## config.mk

```make
export PLATFORM = sky130hd
export DESIGN_NAME = utf8_to_ucs2_md5_block_packer
export DESIGN_NICKNAME = d
export VERILOG_FILES = /design/src/hdl/u2m_pkg.sv /design/src/hdl/u2m_front.sv /design/src/hdl/u2m_fifo.sv /design/src/hdl/u2m_packer.sv /design/src/hdl/utf8_to_ucs2_md5_block_packer.sv
export VERILOG_INCLUDE_DIRS = /design/src /design/src/hdl
export SDC_FILE = /design/constraint.sdc
export NUM_CORES = 2
export LEC_CHECK = 0
export BUFFER_PORTS_ARGS = -buffer_cell sky130_fd_sc_hd__buf_2
export CORE_MARGIN = 4
export CORE_UTILIZATION = 63
export CTS_CLUSTER_SIZE = 20
export DETAILED_ROUTE_END_ITERATION = 8
export PLACE_DENSITY_LB_ADDON = 0.25
export SYNTH_ARGS = -nofsm -noshare
export SYNTH_HDL_FRONTEND = slang
export SYNTH_SLANG_ARGS = --single-unit
```

## constraint.sdc

```tcl
create_clock -name clk -period 16 [get_ports clk]
set_input_delay 0.8 -clock clk [delete_from_list [all_inputs] [get_ports clk]]
set_output_delay 0.8 -clock clk [all_outputs]
set_load 0.03 [all_outputs]
```

## src/hdl/assert_macros.svh

```systemverilog
// ----------------------------------------------------------------------------
// assert_macros.svh
// Assertion shorthands, clocked on clk and disabled while rst_n is low.
// ----------------------------------------------------------------------------
`ifndef ASSERT_MACROS_SVH
`define ASSERT_MACROS_SVH

// Same-cycle implication.
`define ASSERT_IMPL(label, ante, cons) \
    label: assert property (@(posedge clk) disable iff (!rst_n) (ante) |-> (cons)) \
        else $error("assertion failed");

// Next-cycle implication.
`define ASSERT_NEXT(label, ante, cons) \
    label: assert property (@(posedge clk) disable iff (!rst_n) (ante) |=> (cons)) \
        else $error("assertion failed");

`endif

```

## src/hdl/u2m_pkg.sv

```systemverilog
// ----------------------------------------------------------------------------
// u2m_pkg
// Shared types and constants of the UTF-8 to UCS-2 MD5 block packer.
// ----------------------------------------------------------------------------
package u2m_pkg;

    localparam int MAX_CHARS_DEF = 27;
    localparam int STORE_WORDS   = 14;
    localparam int FIFO_DEPTH    = 4;

    localparam logic       OP_END     = 1'b1;
    localparam logic [7:0] LEAD2      = 8'hC0;
    localparam logic [7:0] LEAD3      = 8'hE0;
    localparam logic [7:0] LEAD4      = 8'hF0;
    localparam logic [15:0] PAD_UNIT  = 16'h0080;
    // low 16 bits of the lead-marker offsets of 2- and 3-byte sequences
    localparam logic [15:0] OFFSET2   = 16'h3080;
    localparam logic [15:0] OFFSET3   = 16'h2080;
    localparam logic [3:0] LEN_IDX    = 4'd14;
    localparam logic [3:0] LAST_IDX   = 4'd15;

    typedef struct packed {
        logic       op;
        logic [7:0] key_byte;
    } item_t;

    typedef struct packed {
        logic [3:0]  word_index;
        logic [31:0] word_value;
        logic        status;
        logic        last_word;
    } result_t;

    typedef enum logic [1:0] {
        CMD_UNIT,
        CMD_END,
        CMD_ERR
    } cmd_kind_t;

    // pos: unit position for CMD_UNIT, unit count for CMD_END
    typedef struct packed {
        cmd_kind_t   kind;
        logic [4:0]  pos;
        logic [15:0] unit;
    } cmd_t;

endpackage

```

## src/hdl/u2m_front.sv

```systemverilog
// ----------------------------------------------------------------------------
// u2m_front
// UTF-8 decoder: turns key bytes into unit, end-of-key and error commands.
// ----------------------------------------------------------------------------
module u2m_front #(
    parameter int MAX_CHARS = u2m_pkg::MAX_CHARS_DEF
) (
    input  logic            clk,
    input  logic            rst_n,
    input  logic            push,
    input  u2m_pkg::item_t  item,
    input  logic            q_full,
    output logic            cmd_valid,
    output u2m_pkg::cmd_t   cmd
);

    logic [4:0]  count_reg,   count_next;
    logic [15:0] partial_reg, partial_next;
    logic [1:0]  pend_reg,    pend_next;
    logic [1:0]  seq_reg,     seq_next;
    logic        mal_reg,     mal_next;
    logic        accept;
    logic [15:0] shifted;
    logic [7:0]  b;

    assign accept  = push && !q_full;
    assign b       = item.key_byte;
    assign shifted = {partial_reg[9:0], 6'b0} + {8'b0, b};

    always_comb
    begin
        count_next   = count_reg;
        partial_next = partial_reg;
        pend_next    = pend_reg;
        seq_next     = seq_reg;
        mal_next     = mal_reg;
        cmd_valid    = 1'b0;
        cmd.kind     = u2m_pkg::CMD_UNIT;
        cmd.pos      = count_reg;
        cmd.unit     = {8'b0, b};
        if (accept)
        begin
            if (item.op == u2m_pkg::OP_END)
            begin
                cmd_valid    = 1'b1;
                cmd.kind     = (mal_reg || pend_reg != 2'd0) ? u2m_pkg::CMD_ERR
                                                             : u2m_pkg::CMD_END;
                count_next   = '0;
                partial_next = '0;
                pend_next    = '0;
                seq_next     = '0;
                mal_next     = 1'b0;
            end
            else if (!(mal_reg || count_reg >= 5'(MAX_CHARS)))
            begin
                if (pend_reg != 2'd0)
                begin
                    partial_next = shifted;
                    pend_next    = pend_reg - 2'd1;
                    if (pend_reg == 2'd1)
                    begin
                        cmd_valid  = 1'b1;
                        cmd.unit   = shifted - ((seq_reg == 2'd2) ? u2m_pkg::OFFSET3
                                                                  : u2m_pkg::OFFSET2);
                        count_next = count_reg + 5'd1;
                    end
                end
                else if (b inside {[u2m_pkg::LEAD4:8'hFF]})
                begin
                    mal_next = 1'b1;
                end
                else if (b inside {[u2m_pkg::LEAD3:8'hEF]})
                begin
                    partial_next = {8'b0, b};
                    pend_next    = 2'd2;
                    seq_next     = 2'd2;
                end
                else if (b inside {[u2m_pkg::LEAD2:8'hDF]})
                begin
                    partial_next = {8'b0, b};
                    pend_next    = 2'd1;
                    seq_next     = 2'd1;
                end
                else
                begin
                    cmd_valid  = 1'b1;
                    count_next = count_reg + 5'd1;
                end
            end
        end
    end

    always_ff @(posedge clk or negedge rst_n)
    begin
        if (!rst_n)
        begin
            count_reg   <= '0;
            partial_reg <= '0;
            pend_reg    <= '0;
            seq_reg     <= '0;
            mal_reg     <= 1'b0;
        end
        else
        begin
            count_reg   <= count_next;
            partial_reg <= partial_next;
            pend_reg    <= pend_next;
            seq_reg     <= seq_next;
            mal_reg     <= mal_next;
        end
    end

endmodule

```

## src/hdl/u2m_fifo.sv

```systemverilog
// ----------------------------------------------------------------------------
// u2m_fifo
// Short command queue between decoder and packer.
// ----------------------------------------------------------------------------
module u2m_fifo (
    input  logic           clk,
    input  logic           rst_n,
    input  logic           wr_en,
    input  u2m_pkg::cmd_t  wr_cmd,
    input  logic           rd_en,
    output u2m_pkg::cmd_t  rd_cmd,
    output logic           full,
    output logic           empty
);

    localparam int PW = $clog2(u2m_pkg::FIFO_DEPTH);
    localparam int CW = $clog2(u2m_pkg::FIFO_DEPTH + 1);

    u2m_pkg::cmd_t  mem [u2m_pkg::FIFO_DEPTH];
    logic [PW-1:0]  wp_reg, wp_next;
    logic [PW-1:0]  rp_reg, rp_next;
    logic [CW-1:0]  cnt_reg, cnt_next;
    logic           do_wr, do_rd;

    assign full   = (cnt_reg == CW'(u2m_pkg::FIFO_DEPTH));
    assign empty  = (cnt_reg == '0);
    assign do_wr  = wr_en && !full;
    assign do_rd  = rd_en && !empty;
    assign rd_cmd = mem[rp_reg];

    always_comb
    begin
        wp_next  = do_wr ? PW'(wp_reg + 1'b1) : wp_reg;
        rp_next  = do_rd ? PW'(rp_reg + 1'b1) : rp_reg;
        cnt_next = cnt_reg + CW'(do_wr) - CW'(do_rd);
    end

    always_ff @(posedge clk)
    begin
        if (do_wr)
        begin
            mem[wp_reg] <= wr_cmd;
        end
    end

    always_ff @(posedge clk or negedge rst_n)
    begin
        if (!rst_n)
        begin
            wp_reg  <= '0;
            rp_reg  <= '0;
            cnt_reg <= '0;
        end
        else
        begin
            wp_reg  <= wp_next;
            rp_reg  <= rp_next;
            cnt_reg <= cnt_next;
        end
    end

endmodule

```

## src/hdl/u2m_packer.sv

```systemverilog
// ----------------------------------------------------------------------------
// u2m_packer
// Packs units into the word store and streams finished blocks out.
// ----------------------------------------------------------------------------
module u2m_packer (
    input  logic              clk,
    input  logic              rst_n,
    input  logic              cmd_valid,
    input  u2m_pkg::cmd_t     cmd,
    output logic              cmd_pop,
    output u2m_pkg::result_t  result,
    output logic              empty,
    input  logic              pop
);

    localparam int SW = u2m_pkg::STORE_WORDS;

    logic [31:0] store_reg [SW];
    logic [31:0] store_next [SW];
    logic [31:0] emit_reg [SW];
    logic [31:0] emit_next [SW];
    logic        busy_reg, busy_next;
    logic        err_reg,  err_next;
    logic [3:0]  idx_reg,  idx_next;
    logic [4:0]  cnt_reg,  cnt_next;
    logic        last_out;
    logic        free;
    logic [3:0]  wsel;

    assign last_out = err_reg || (idx_reg == u2m_pkg::LAST_IDX);
    assign free     = !busy_reg || (pop && last_out);
    assign cmd_pop  = cmd_valid && ((cmd.kind == u2m_pkg::CMD_UNIT) || free);
    assign wsel     = cmd.pos[4:1];
    assign empty    = !busy_reg;

    always_comb
    begin
        result.word_index = idx_reg;
        result.status     = err_reg;
        result.last_word  = last_out;
        if (err_reg || idx_reg == u2m_pkg::LAST_IDX)
        begin
            result.word_value = '0;
        end
        else if (idx_reg == u2m_pkg::LEN_IDX)
        begin
            result.word_value = {23'b0, cnt_reg, 4'b0};
        end
        else
        begin
            result.word_value = emit_reg[idx_reg];
        end
    end

    always_comb
    begin
        store_next = store_reg;
        emit_next  = emit_reg;
        busy_next  = busy_reg;
        err_next   = err_reg;
        idx_next   = idx_reg;
        cnt_next   = cnt_reg;
        if (busy_reg && pop)
        begin
            if (last_out)
            begin
                busy_next = 1'b0;
            end
            else
            begin
                idx_next = idx_reg + 4'd1;
            end
        end
        if (cmd_pop)
        begin
            case (cmd.kind)
                u2m_pkg::CMD_UNIT:
                begin
                    if (cmd.pos[0])
                    begin
                        store_next[wsel][31:16] = cmd.unit;
                    end
                    else
                    begin
                        store_next[wsel][15:0] = cmd.unit;
                    end
                end
                u2m_pkg::CMD_END:
                begin
                    for (int i = 0; i < SW; i++)
                    begin
                        emit_next[i]  = store_reg[i];
                        store_next[i] = '0;
                        if (4'(i) == wsel)
                        begin
                            if (cmd.pos[0])
                            begin
                                emit_next[i][31:16] = u2m_pkg::PAD_UNIT;
                            end
                            else
                            begin
                                emit_next[i][15:0] = u2m_pkg::PAD_UNIT;
                            end
                        end
                    end
                    busy_next = 1'b1;
                    err_next  = 1'b0;
                    idx_next  = '0;
                    cnt_next  = cmd.pos;
                end
                u2m_pkg::CMD_ERR:
                begin
                    for (int i = 0; i < SW; i++)
                    begin
                        store_next[i] = '0;
                    end
                    busy_next = 1'b1;
                    err_next  = 1'b1;
                    idx_next  = '0;
                end
                default:
                begin
                end
            endcase
        end
    end

    always_ff @(posedge clk)
    begin
        emit_reg <= emit_next;
        cnt_reg  <= cnt_next;
    end

    always_ff @(posedge clk or negedge rst_n)
    begin
        if (!rst_n)
        begin
            for (int i = 0; i < SW; i++)
            begin
                store_reg[i] <= '0;
            end
            busy_reg <= 1'b0;
            err_reg  <= 1'b0;
            idx_reg  <= '0;
        end
        else
        begin
            store_reg <= store_next;
            busy_reg  <= busy_next;
            err_reg   <= err_next;
            idx_reg   <= idx_next;
        end
    end

endmodule

```

## src/hdl/utf8_to_ucs2_md5_block_packer.sv

```systemverilog
// ----------------------------------------------------------------------------
// utf8_to_ucs2_md5_block_packer
// UTF-8 password bytes in, one padded 16-word MD5 message block out per key.
// ----------------------------------------------------------------------------
// Takes one key byte per cycle while full is low. The decoder folds 1-, 2-
// and 3-byte UTF-8 sequences into 16-bit units (continuation bytes unchecked)
// and keeps at most MAX_CHARS units; it pushes one command per finished unit
// or per end of key into a 4-entry queue. The packer writes units into a
// 14-word store, two per word, little-endian. On an end of key it copies
// the store, with the 0x80 pad unit merged in, into an output buffer and
// clears the store, so bytes of the next key keep flowing while the block
// drains. A good key yields words 0..15 (word 14 = units*16, word 15 = 0,
// last_word on 15); a four-byte lead or an end inside a sequence yields one
// result with status 1 and last_word set. Each end of key occupies the output
// buffer until its 16 (or 1) results are popped; a further end waits in the
// queue meanwhile, and the input side stalls only once that queue fills.
// ----------------------------------------------------------------------------
module utf8_to_ucs2_md5_block_packer #(
    parameter int MAX_CHARS = u2m_pkg::MAX_CHARS_DEF
) (
    input  logic              clk,
    input  logic              rst_n,
    input  logic              push,
    output logic              full,
    input  u2m_pkg::item_t    item,
    output logic              empty,
    input  logic              pop,
    output u2m_pkg::result_t  result
);

`include "assert_macros.svh"

    logic           cmd_valid;
    u2m_pkg::cmd_t  cmd_in;
    u2m_pkg::cmd_t  cmd_out;
    logic           q_full;
    logic           q_empty;
    logic           cmd_pop;

    assign full = q_full;

    // decode front
    u2m_front #(
        .MAX_CHARS (MAX_CHARS)
    ) u_front (
        .clk       (clk),
        .rst_n     (rst_n),
        .push      (push),
        .item      (item),
        .q_full    (q_full),
        .cmd_valid (cmd_valid),
        .cmd       (cmd_in)
    );

    // command queue
    u2m_fifo u_fifo (
        .clk    (clk),
        .rst_n  (rst_n),
        .wr_en  (cmd_valid),
        .wr_cmd (cmd_in),
        .rd_en  (cmd_pop),
        .rd_cmd (cmd_out),
        .full   (q_full),
        .empty  (q_empty)
    );

    // word store and block output
    u2m_packer u_packer (
        .clk       (clk),
        .rst_n     (rst_n),
        .cmd_valid (!q_empty),
        .cmd       (cmd_out),
        .cmd_pop   (cmd_pop),
        .result    (result),
        .empty     (empty),
        .pop       (pop)
    );

    // error result is always a lone word 0
    `ASSERT_IMPL(a_err_single, !empty && result.status,
                 result.last_word && result.word_index == 4'd0 && result.word_value == '0)

    // word 15 closes a good block
    `ASSERT_IMPL(a_last_on_15, !empty && result.word_index == u2m_pkg::LAST_IDX,
                 result.last_word && !result.status)

    // block words come out in order without gaps
    `ASSERT_NEXT(a_idx_step, !empty && pop && !result.last_word,
                 !empty && result.word_index == $past(result.word_index) + 4'd1)

    // no command is lost: decoder never pushes into a full queue
    `ASSERT_IMPL(a_no_overflow, cmd_valid, !q_full)

endmodule

```

==> results.json <==
{
  "synth_flop_cell": "edfxtp_1",
  "grt_overflow": 0,
  "drv_slew": 0,
  "layout-drive-gt1-share_pct": 14.2,
  "cp_common_cell": "buf_4",
  "status": "complete, no violations",
  "peakVddDrop_mv": 0.145,
  "cts_made_buffers": 99,
  "drtPass1Iterations": 5,
  "min_period_over_period_pct": 43.8,
  "synth.distinct_cells": 67,
  "synthAdderAreaFrac_pct": 0.573,
  "hold_class": "primary input to asynchronous set/reset pin",
  "final_cell_mix": "545 x edfxtp_1, 532 x nand2_1, 475 x dfrtp_1",
  "worstSetupPathType": "flop to flop",
  "final_common_cell": "edfxtp_1",
  "powerDensity_nw_per_um2": 221,
  "ys_seq_area_share_pct": 64.4,
  "timing.final.ws_setup_ns": 8.99,
  "synth_xor_area_share_pct": 0.337,
  "cts_max_path_buffers": 3,
  "cts_resized": 0,
  "gp_congestion": 0.854,
  "worstMarginPinSlew_ns": 1.28,
  "maxCapViolCount": 0,
  "insertion_delay_ns": 0.66,
  "fin_tns_setup_ns": 0,
  "num_vias": 27787,
  "leakagePower_nw": 19.1,
  "htree_levels": 3,
  "use_met1_pct": 40.6,
  "core.rowCount": 96,
  "gr-usage-met2_pct": 47.8,
  "top_usage_layer": "met2",
  "routed_wl_um": 108000,
  "placedCellCount": 4168,
  "setup_viol": 0,
  "dieArea_um2": 74400,
  "avgViaCountPerCell": 6.38,
  "final_nets": 3370,
  "synthCells": 3392,
  "preCtsSetupSlack_ns": 9.00,
  "ff2ff_path_depth": 11,
  "grt_pass1_wl_um": 166000,
  "synth_edf_count": 545,
  "grt_pass1_vias": 27837,
  "max_stage_delay_ns": 0.95,
  "synth_top_family_by_area": "simple AND/OR/NAND/NOR gates",
  "syn_area_um2": 44100,
  "crit_required_ns": 16.26,
  "synth_simple_gate_area_share_pct": 13.6,
  "hold_buffers": 0,
  "start_util_pct": 63.9,
  "synth_seq_cells": 1026,
  "gr-usage-met3_pct": 4.61,
  "antenna_found_initial": 1,
  "tritoncts": "done",
  "crit_path_max_fanout": 87,
  "portBuffers": 52,
  "fin_crit_ns": 7.01,
  "syn_to_final_growth_pct": 9.94,
  "instances_no_fill": 4355,
  "async_flop_share_pct": 46.9,
  "drtIter0Drc": 3311,
  "startpoint_type": "flop",
  "synth_nets": 3424,
  "critPathSlowestCell": "buf_4",
  "die_height_um": 273,
  "hold_viol": 0,
  "rsz0062_at_grt": "no",
  "ys_warn_count": 0,
  "syn_area_per_cell_um2": 13.0,
  "root_buffer": "clkbuf_16",
  "clk_pin_slew_ns": 0.06,
  "post-cts-setup-buffers": 0,
  "clock-sinks": 1026,
  "dp_hpwl_um": 64100,
  "critical_path.cell_chain": "buf_4 -> mux4_2 -> inv_1 -> ha_2 -> a211o_1 -> buf_4 -> nor2b_1 -> and2_4 -> buf_4 -> buf_4 -> buf_4",
  "muxShareOfSynthArea_pct": 7.75,
  "gr-usage-all-layers_pct": 29.3,
  "cp.arrival_ns": 7.27,
  "num_io_pins": 53,
  "crit_path_end_kind": "flop",
  "wl_per_cell_um": 24.7,
  "relSlewSlack_pct": 14.4,
  "fmax_mhz": 143,
  "grt_max_degree": 163,
  "fin_skew_ns": 0.0297,
  "core_um2": 69100,
  "antenna_cells": 0,
  "synth_compound_area_share_pct": 10.3,
  "final_antenna_net_count": 0,
  "drc": 0,
  "die_w_um": 273
}
-- synthesized netlist by cell type (all sizes together) (29+ instances only) --
cell | count | area share, %
edfxtp | 545 | 37
nand2 | 532 | 4.5
dfrtp | 481 | 27
o31ai | 451 | 7.7
and2 | 221 | 3.1
nor2b | 218 | 3.1
clkbuf | 161 | 1.4
buf | 107 | 1.3
mux4 | 103 | 5.3
nor2 | 95 | 0.82
mux2i | 85 | 1.9
inv | 52 | 0.44
a21oi | 44 | 0.50
o21ai | 37 | 0.42
o22ai | 32 | 0.45
o2111ai | 29 | 0.75
-- metal layers --
metal,up-vias,share of wire [%]
li1,12211,-
met2,1287,48
met3,217,8.0
met1,14072,40
met5,-,0
met4,0,3.8
-- path summary, 6_finish.rpt --
path / from / to / slack (ns)
max reg2reg: u_fifo.rp_reg[0] / u_packer.emit_reg[113] / 8.99
max: u_fifo.rp_reg[0] / u_packer.emit_reg[113] / 8.99
min: rst_n / u_packer.store_reg[285] / 0.18
max in group asynchronous: rst_n / u_packer.store_reg[78] / 12.72
min in group clk: item[1] / u_fifo.mem[1][1] / 0.41
min reg2reg: u_packer.store_reg[394] / u_packer.store_reg[394] / 0.47
-- worst max-delay path: cells and delay by family, from the launching register on --
kind | cells | cell delay, ns
adders and majority gates | 1 | 0.21
buffers and inverters | 6 | 3.78
AOI/OAI and AO/OA | 1 | 0.10
muxes | 1 | 0.64
and+or+nand+nor | 2 | 1.28
DFF | 1 | 0.34
-- layout make-up --
class | instances | area (um2)
Sequential cell | 1026 | 28400
Timing Repair Buffer | 113 | 741
Tap cell | 931 | 1160
Clock inverter | 53 | 528
Fill cell | 4578 | 20500
Inverter | 52 | 195
Clock buffer | 134 | 2760
Multi-Input combinational cell | 2046 | 14700
-- per-stage QoR --
step	utilization (%)	power [W]	hold WS (ns)	instance area (um2)
after detailed placement	65.5	0.00835	0.457	45200
after CTS	70.3	0.0107	0.222	48500
final	70.3	0.0107	0.182	48500
after global placement	65.5	0.00819	0.450	45200
after floorplan	-	0.00705	0.440	44100
after global routing	70.3	0.0112	0.244	48500
-- power breakdown --
part | switching, W | leakage (nW) | internal, W
sequential | 0.000332 | 11.8 | 0.00371
combinational | 0.00316 | 5.67 | 0.00118
clock | 0.000999 | 1.63 | 0.00136
total | 0.00449 | 19.1 | 0.00625
-- logic make-up (layout without fill, tap and decap cells) --
family	after synthesis	after routing
xor+xnor	17	17
buf+inv	320	352
mux	210	210
simple gates	1177	1177
fa+ha+maj	19	19
flops	1026	1026
compound gates	623	623
Note: power is estimated with default switching activity, not from simulation.
